**src/sv/fur_pkg.sv**
```systemverilog
package fur_pkg;

  localparam logic [7:0]  SYNC_FIRST  = 8'h55;
  localparam logic [7:0]  SYNC_SECOND = 8'hAA;
  localparam logic [15:0] CRC_INIT    = 16'hFFFF;
  localparam logic [15:0] CRC_POLY    = 16'hA001;
  localparam logic [10:0] MAX_LEN_RST = 11'd512;

  localparam logic [2:0] ADDR_MAX_LEN = 3'd0;

  typedef enum logic [2:0] {
    PH_SYNC1,
    PH_SYNC2,
    PH_LENHI,
    PH_LENLO,
    PH_DATA,
    PH_CRCHI,
    PH_CRCLO
  } fur_phase_t;

  typedef enum logic [2:0] {
    EV_NONE,
    EV_PAYLOAD,
    EV_GOOD,
    EV_CRC_ERR,
    EV_LEN_REJECT
  } fur_event_t;

  typedef struct packed {
    fur_event_t  kind;
    logic [7:0]  payload_byte;
    logic [9:0]  payload_offset;
    logic [10:0] frame_length;
    logic [23:0] flash_page_addr;
    logic        erase_first;
  } fur_result_t;

  // CRC-16/MODBUS, one byte, LSB first
  function automatic logic [15:0] crc16_byte(input logic [15:0] crc, input logic [7:0] b);
    logic [15:0] c;
    c = crc ^ {8'h00, b};
    for (int k = 0; k < 8; k++) begin
      c = c[0] ? ((c >> 1) ^ CRC_POLY) : (c >> 1);
    end
    return c;
  endfunction

endpackage

```
**src/sv/fur_parser.sv**
```systemverilog
module fur_parser #(
  parameter int LEN_LIMIT_MAX = 1024,
  parameter int PAGE_STRIDE   = 256,
  parameter int ERASE_BLOCK   = 4096,
  parameter int ADDR_WIDTH    = 24
) (
  input  logic                clk,
  input  logic                rst_n,
  input  logic                step,
  input  logic [7:0]          rx_byte,
  input  logic [10:0]         max_len,
  output fur_pkg::fur_result_t res
);

  localparam int CNT_W = $clog2(LEN_LIMIT_MAX + 1);
  localparam int OFS_W = $clog2(ERASE_BLOCK);
  localparam int SUM_W = OFS_W + 2;
  localparam longint WRAP_MOD = (longint'(1) << ADDR_WIDTH) % ERASE_BLOCK;
  localparam logic [SUM_W-1:0] STRIDE_MOD = SUM_W'(PAGE_STRIDE % ERASE_BLOCK);
  localparam logic [SUM_W-1:0] WRAP_ADJ   = SUM_W'(ERASE_BLOCK - WRAP_MOD);
  localparam logic [SUM_W-1:0] EB_V       = SUM_W'(ERASE_BLOCK);
  localparam logic [15:0]      LIM_MAX    = 16'(LEN_LIMIT_MAX);
  localparam logic [ADDR_WIDTH:0] STRIDE_V = (ADDR_WIDTH + 1)'(PAGE_STRIDE);

  fur_pkg::fur_phase_t     phase_r, phase_nxt;
  logic [15:0]             len_r, len_nxt;
  logic [CNT_W-1:0]        cnt_r, cnt_nxt;
  logic [15:0]             crc_r, crc_nxt;
  logic [7:0]              crc_hi_r, crc_hi_nxt;
  logic [ADDR_WIDTH-1:0]   addr_r, addr_nxt;
  logic [OFS_W-1:0]        ofs_r, ofs_nxt;

  logic [15:0]             crc_upd;
  logic [15:0]             len_full;
  logic [15:0]             limit;
  logic [CNT_W-1:0]        cnt_inc;
  logic [ADDR_WIDTH:0]     addr_sum;
  logic [SUM_W-1:0]        ofs_t0, ofs_t1, ofs_t2;

  always_comb begin
    crc_upd  = fur_pkg::crc16_byte(
                 (phase_r == fur_pkg::PH_LENHI) ? fur_pkg::CRC_INIT : crc_r, rx_byte);
    len_full = len_r | {8'h00, rx_byte};
    limit    = ({5'b0, max_len} > LIM_MAX) ? LIM_MAX : {5'b0, max_len};
    cnt_inc  = cnt_r + CNT_W'(1);
    addr_sum = {1'b0, addr_r} + STRIDE_V;
    ofs_t0   = {2'b00, ofs_r} + STRIDE_MOD + (addr_sum[ADDR_WIDTH] ? WRAP_ADJ : '0);
    ofs_t1   = (ofs_t0 >= EB_V) ? ofs_t0 - EB_V : ofs_t0;
    ofs_t2   = (ofs_t1 >= EB_V) ? ofs_t1 - EB_V : ofs_t1;
  end

  always_comb begin
    phase_nxt  = phase_r;
    len_nxt    = len_r;
    cnt_nxt    = cnt_r;
    crc_nxt    = crc_r;
    crc_hi_nxt = crc_hi_r;
    addr_nxt   = addr_r;
    ofs_nxt    = ofs_r;
    res        = '0;
    res.kind   = fur_pkg::EV_NONE;
    unique case (phase_r)
      fur_pkg::PH_SYNC1: begin
        if (rx_byte == fur_pkg::SYNC_FIRST) phase_nxt = fur_pkg::PH_SYNC2;
      end
      fur_pkg::PH_SYNC2: begin
        if (rx_byte == fur_pkg::SYNC_SECOND) phase_nxt = fur_pkg::PH_LENHI;
      end
      fur_pkg::PH_LENHI: begin
        len_nxt   = {rx_byte, 8'h00};
        cnt_nxt   = '0;
        crc_nxt   = crc_upd;
        phase_nxt = fur_pkg::PH_LENLO;
      end
      fur_pkg::PH_LENLO: begin
        len_nxt = len_full;
        crc_nxt = crc_upd;
        cnt_nxt = '0;
        if (len_full == 16'd0 || len_full > limit) begin
          res.kind  = fur_pkg::EV_LEN_REJECT;
          phase_nxt = fur_pkg::PH_SYNC1;
        end else begin
          phase_nxt = fur_pkg::PH_DATA;
        end
      end
      fur_pkg::PH_DATA: begin
        crc_nxt            = crc_upd;
        res.kind           = fur_pkg::EV_PAYLOAD;
        res.payload_byte   = rx_byte;
        res.payload_offset = 10'(cnt_r);
        cnt_nxt            = cnt_inc;
        if (16'(cnt_inc) >= len_r) phase_nxt = fur_pkg::PH_CRCHI;
      end
      fur_pkg::PH_CRCHI: begin
        crc_hi_nxt = rx_byte;
        phase_nxt  = fur_pkg::PH_CRCLO;
      end
      fur_pkg::PH_CRCLO: begin
        res.frame_length = len_r[10:0];
        if ({crc_hi_r, rx_byte} == crc_r) begin
          res.kind            = fur_pkg::EV_GOOD;
          res.flash_page_addr = 24'(addr_r);
          res.erase_first     = (ofs_r == '0);
          addr_nxt            = addr_sum[ADDR_WIDTH-1:0];
          ofs_nxt             = ofs_t2[OFS_W-1:0];
        end else begin
          res.kind = fur_pkg::EV_CRC_ERR;
        end
        phase_nxt = fur_pkg::PH_SYNC1;
      end
      default: begin
        phase_nxt = fur_pkg::PH_SYNC1;
      end
    endcase
  end

  always_ff @(posedge clk) begin
    if (!rst_n) begin
      phase_r  <= fur_pkg::PH_SYNC1;
      len_r    <= '0;
      cnt_r    <= '0;
      crc_r    <= fur_pkg::CRC_INIT;
      crc_hi_r <= '0;
      addr_r   <= '0;
      ofs_r    <= '0;
    end else if (step) begin
      phase_r  <= phase_nxt;
      len_r    <= len_nxt;
      cnt_r    <= cnt_nxt;
      crc_r    <= crc_nxt;
      crc_hi_r <= crc_hi_nxt;
      addr_r   <= addr_nxt;
      ofs_r    <= ofs_nxt;
    end
  end

endmodule

```
**src/sv/framed_update_receiver_crc16.sv**
```systemverilog
// Path from an input transfer to the earliest output transfer: the input register,
// then parse/CRC logic into the output register.
// Throughput: 1 byte per cycle while out_ready stays high; the CRC byte update and
// phase logic sit in one stage. Reset (rst_n low, synchronous): hunt for first sync byte, CRC 0xFFFF,
// write address 0, max_payload_len 512, both stages empty.
module framed_update_receiver_crc16 #(
  parameter int LEN_LIMIT_MAX = 1024,
  parameter int PAGE_STRIDE   = 256,
  parameter int ERASE_BLOCK   = 4096,
  parameter int ADDR_WIDTH    = 24
) (
  input  logic        clk,
  input  logic        rst_n,
  input  logic        in_valid,
  output logic        in_ready,
  input  logic [7:0]  in_rx_byte,
  output logic        out_valid,
  input  logic        out_ready,
  output logic [2:0]  out_event_kind,
  output logic [7:0]  out_payload_byte,
  output logic [9:0]  out_payload_offset,
  output logic [10:0] out_frame_length,
  output logic [23:0] out_flash_page_addr,
  output logic        out_erase_first,
  input  logic        cfg_psel,
  input  logic        cfg_penable,
  input  logic        cfg_pwrite,
  input  logic [2:0]  cfg_paddr,
  input  logic [31:0] cfg_pwdata,
  output logic [31:0] cfg_prdata,
  output logic        cfg_pready
);

  logic                in_vld_r;
  logic [7:0]          in_byte_r;
  logic                out_vld_r;
  fur_pkg::fur_result_t out_res_r;
  fur_pkg::fur_result_t res;
  logic [10:0]         max_len_r;
  logic                advance;
  logic                cfg_wr;

  assign advance  = in_vld_r && (!out_vld_r || out_ready);
  assign in_ready = !in_vld_r || advance;
  assign cfg_wr   = cfg_psel && cfg_penable && cfg_pwrite && cfg_pready;

  always_ff @(posedge clk) begin
    if (!rst_n) begin
      in_vld_r <= 1'b0;
    end else if (in_ready) begin
      in_vld_r <= in_valid;
    end
  end

  always_ff @(posedge clk) begin
    if (in_ready && in_valid) begin
      in_byte_r <= in_rx_byte;
    end
  end

  fur_parser #(
    .LEN_LIMIT_MAX(LEN_LIMIT_MAX),
    .PAGE_STRIDE  (PAGE_STRIDE),
    .ERASE_BLOCK  (ERASE_BLOCK),
    .ADDR_WIDTH   (ADDR_WIDTH)
  ) u_parser (
    .clk    (clk),
    .rst_n  (rst_n),
    .step   (advance),
    .rx_byte(in_byte_r),
    .max_len(max_len_r),
    .res    (res)
  );

  always_ff @(posedge clk) begin
    if (!rst_n) begin
      out_vld_r <= 1'b0;
    end else if (advance) begin
      out_vld_r <= 1'b1;
    end else if (out_ready) begin
      out_vld_r <= 1'b0;
    end
  end

  always_ff @(posedge clk) begin
    if (advance) begin
      out_res_r <= res;
    end
  end

  assign out_valid           = out_vld_r;
  assign out_event_kind      = out_res_r.kind;
  assign out_payload_byte    = out_res_r.payload_byte;
  assign out_payload_offset  = out_res_r.payload_offset;
  assign out_frame_length    = out_res_r.frame_length;
  assign out_flash_page_addr = out_res_r.flash_page_addr;
  assign out_erase_first     = out_res_r.erase_first;

  always_ff @(posedge clk) begin
    if (!rst_n) begin
      max_len_r <= fur_pkg::MAX_LEN_RST;
    end else if (cfg_wr && ({cfg_paddr[2], 2'b00} == fur_pkg::ADDR_MAX_LEN)) begin
      max_len_r <= cfg_pwdata[10:0];
    end
  end

  assign cfg_pready = 1'b1;
  assign cfg_prdata = ({cfg_paddr[2], 2'b00} == fur_pkg::ADDR_MAX_LEN) ?
                      {21'b0, max_len_r} : 32'b0;

  a_stall_cause: assert property (@(posedge clk) disable iff (!rst_n)
    !in_ready |-> (in_vld_r && out_vld_r && !out_ready))
    else $error("input stalled without a blocked result");

  a_drain: assert property (@(posedge clk) disable iff (!rst_n)
    (out_vld_r && out_ready && !advance) |=> !out_vld_r)
    else $error("result repeated after its transfer");

  a_addr_only_good: assert property (@(posedge clk) disable iff (!rst_n)
    (out_vld_r && out_res_r.kind != fur_pkg::EV_GOOD) |->
      (!out_res_r.erase_first && out_res_r.flash_page_addr == 24'd0))
    else $error("flash address on a non-good event");

  a_len_in_range: assert property (@(posedge clk) disable iff (!rst_n)
    (out_vld_r && (out_res_r.kind == fur_pkg::EV_GOOD ||
                   out_res_r.kind == fur_pkg::EV_CRC_ERR)) |->
      (out_res_r.frame_length != 11'd0 &&
       out_res_r.frame_length <= 11'(LEN_LIMIT_MAX)))
    else $error("finished frame length out of range");

endmodule

```
**config.mk**
```make
export PLATFORM = sky130hd
export DESIGN_NAME = framed_update_receiver_crc16
export DESIGN_NICKNAME = d
export VERILOG_FILES = /design/src/sv/fur_pkg.sv /design/src/sv/fur_parser.sv /design/src/sv/framed_update_receiver_crc16.sv
export SDC_FILE = /design/constraint.sdc
export NUM_CORES = 1
export LEC_CHECK = 0
export BUFFER_PORTS_ARGS = -buffer_cell sky130_fd_sc_hd__buf_2
export CAP_MARGIN = 20
export CORE_MARGIN = 10
export CORE_UTILIZATION = 60
export CTS_BUF_LIST = sky130_fd_sc_hd__clkbuf_4 sky130_fd_sc_hd__clkbuf_8 sky130_fd_sc_hd__clkbuf_16
export CTS_CLUSTER_DIAMETER = 100
export DETAILED_ROUTE_END_ITERATION = 10
export PLACE_DENSITY = 0.85
export RECOVER_POWER = 100
export SYNTH_ARGS = -nofsm -noshare
export SYNTH_HDL_FRONTEND = slang
export SYNTH_HIERARCHICAL = 1
export SYNTH_SLANG_ARGS = --single-unit
```
**constraint.sdc**
```tcl
create_clock -name clk -period 11.5 [get_ports clk]
set_clock_uncertainty 0.15 [all_clocks]
set_input_delay 2.3 -clock clk [delete_from_list [all_inputs] [get_ports clk]]
set_output_delay 2.3 -clock clk [all_outputs]
set_load 0.05 [all_outputs]
```
==> impl_metrics.csv <==
group,metric,value,unit
synthesis,yosysSeqAreaShare,0.494,
floorplan,die_h,132,um
placement,dpl_cell_area,7870,um2
floorplan,die_w,132,um
floorplan,coreArea,12100,um2
power,power_density,150,nW/um2
cells_and_area,final_layout_size_suffix_gt1_frac,0.0910,
setup_path,cpMaxStageDelayCell,"clkbuf_1",
cells_and_area,fin_nets,920,
floorplan,start_util,0.618,
clock_network,holdBufCountCts,0,
sta,slew_viol_final,137,
clock_network,clk_latency,0.43,ns
grt,antenna_found_initial,0,
synthesis,syn_inst,764,
setup_path,crit_fanout,73,
placement,dp_slack,6.13,ns
placement,gp_congestion,0.870,
setup_path,crit_family,"buffers and inverters",
synthesis,ys_warn_count,6,
route,routed_wl,16.5,mm
clock_network,postCtsSetupBuffers,0,
clock_network,ctsResizeCount,0,
hold_path,hold_path.class,"flip-flop to flip-flop",
setup_path,critPathBufInv,2,
power,internal_power,944,uW
sta,tns,0,ns
sta,period_share,0.656,
setup_path,start_kind,"input pin",
setup_path,crit_path_end_kind,"flip-flop",
placement,port_buffers,96,
clock_network,cts_tree,"done",
synthesis,synth_edf_count,65,
sta,whs,0.308,ns
power,clock_power_share,0.451,
synthesis,netlist.area_leader.share,0.261,
synthesis,synthMostInstantiatedCell,"nand2_1",
run_status,violations,"max-capacitance violations, max-slew violations",
route,dr.pass1.iters,5,
cells_and_area,area_growth,11.8,%
route,wl_per_cell,16.1,um
placement,dp.cells,991,
clock_network,clockRootBuffer,"clkbuf_16",
sta,hold_viol,0,
sta,rsz0062_at_grt,"false",
cells_and_area,stdcell_count,1025,
grt,grt_pass1_wl,26.6,mm
sta,setup_viol,0,
synthesis,synth_common_cells,"nand2_1, dfxtp_1, nor2_1",
sta,maxSlewHeadroom,-1.49,
synthesis,syn_area,7480,um2
clock_network,clkTransAtPathRegs,0.06,ns
clock_network,cts.sinks,152,
grt,track_usage,0.185,
synthesis,synth_ff_type,"dfxtp_1",
synthesis,synth.area.top_cells,"edfxtp_1, dfxtp_1, xnor2_1",
route,dr_total_vias,5630,
floorplan,rows,40,
floorplan,dieArea,17300,um2
job,maxCapViolCount,3,
grt,gr-total-overflow,0,
power,switchingPower,313,uW
synthesis,synth_cell_types,59,
sta,fmax,0.132,GHz
synthesis,synth-async-reset-ratio,0,
setup_path,cp_slowest_stage_delay,2.60,ns
run_status,outcome,"finished with violations",
route,antenna_left,0,
synthesis,yosys.area.top_type,"edfxtp_1",
setup_path,crit_chain,"buf_2 -> nor2b_1 -> nor2b_4 -> clkbuf_1 -> nand2_1 -> nand2_1 -> o21ai_0 -> a22oi_1 -> nor2_1",
power,pwr-share-comb,0.083,
setup_path,arrival,7.69,ns
route,drtIter0Drc,616,
synthesis,avgSynthCellArea,9.79,um2
cells_and_area,diodes,0,
clock_network,htreeDepth,4,
clock_network,numCtsBuffers,17,
setup_path,critPathKind,"input pin to flip-flop",
power,peakVddDrop,127,uV
sta,setup_slack,3.95,ns
power,leakage,3.14,nW
setup_path,required,11.64,ns
grt,grt_pass1_vias,5437,
placement,dp_hpwl,11.0,mm
grt,grt_max_degree,74,
clock_network,clockBufferDepth,2,
cells_and_area,fin_area,8360,um2
route,drcViolationCount,0,
power,power_frac_seq,0.466,
route,avgViaCountPerCell,5.49,
synthesis,synth-seq-cells,152,
sta,tightest_slew,3.73,ns
sta,finalCriticalPeriod,7.55,ns
floorplan,pin_count,142,
power,switching_share,0.249,
setup_path,path_common_cell,"nand2_1",
sequential cells by signal, summed over array words and instances, names as in the netlist:
name,flops
in_byte_r,8
in_vld_r,1
max_len_r,11
out_erase_first,1
out_event_kind,3
out_flash_page_addr,24
out_frame_length,11
out_payload_byte,8
out_payload_offset,10
out_valid,1
u_parser/addr_r,16
u_parser/cnt_r,11
u_parser/crc_hi_r,8
u_parser/crc_r,16
u_parser/len_r,16
u_parser/ofs_r,4
u_parser/phase_r,3
logic make-up (layout without fill, tap and decap cells):
kind of cell	count (synthesis)	count (layout)	share of synthesized area
AOI/OAI and AO/OA	95	95	0.0744
adders and majority gates	26	26	0.0435
other	3	30	0.00151
buffers and inverters	89	155	0.0699
muxes	11	11	0.0147
DFF	152	152	0.494
xor gates and xnor gates	71	71	0.0860
and+or+nand+nor	317	317	0.216
power by group through the flow:
stage | registers [mW] | clock network (mW) | logic, mW
after global routing | 0.587 | 0.597 | 0.111
final | 0.586 | 0.567 | 0.105
after floorplan | 0.625 | 0 | 0.0656
after global placement | 0.596 | 0 | 0.106
after CTS | 0.584 | 0.573 | 0.108
after detailed placement | 0.596 | 0 | 0.108
layer usage:
metal / global-route usage / wire length [um]
met5: 0 / 0
met2: 0.302 / 7930
met4: 0.0686 / 255
met3: 0.0655 / 1240
met1: 0.221 / 7130
layout by cell type, fill, tap and decap left out, types with 7 or more instances in the layout:
cell type and instances:
a21oi_1 48, and2_0 16, and3_1 17, buf_2 25
clkbuf_1 75, clkbuf_16 17, conb_1 30, dfxtp_1 87
edfxtp_1 65, ha_1 26, inv_1 19, mux2i_1 11
nand2_1 90, nand3_1 26, nand4_1 11, nor2_1 67
nor2b_1 17, nor3_1 19, nor4_1 10, o21ai_0 21
or2_2 7, or3_1 8, xnor2_1 48, xor2_1 21
final cells by class:
cell class	instances	area [um2]
sequential	152	3690
multi-input combinational	550	3350
timing repair buffer	102	422
fill	956	3750
clock inverter	14	174
tap	168	210
clock buffer	18	433
inverter	21	78.8
final timing paths:
kind / startpoint / to / slack [ns] / cells after the start
min: u_parser/len_r[14] / u_parser/len_r[14] / 0.31 / 2
min reg2reg: u_parser/len_r[14] / u_parser/len_r[14] / 0.31 / 2
max: out_ready / u_parser/cnt_r[7] / 3.95 / 9
max reg2reg: out_valid / u_parser/cnt_r[7] / 5.50 / 8
worst min-delay path: stages, from the launching register on:
cell and delay (ns):
dfxtp_1 0.31, nand2_1 0.05, a21oi_1 0.05
stage by stage:
stage | power, mW | utilization
floorplan | 0.690 | -
global placement | 0.702 | 0.649
detailed placement | 0.703 | 0.649
CTS | 1.27 | 0.699
global route | 1.30 | 0.690
finish | 1.26 | 0.690
Note: power is estimated with default switching activity, not from simulation.
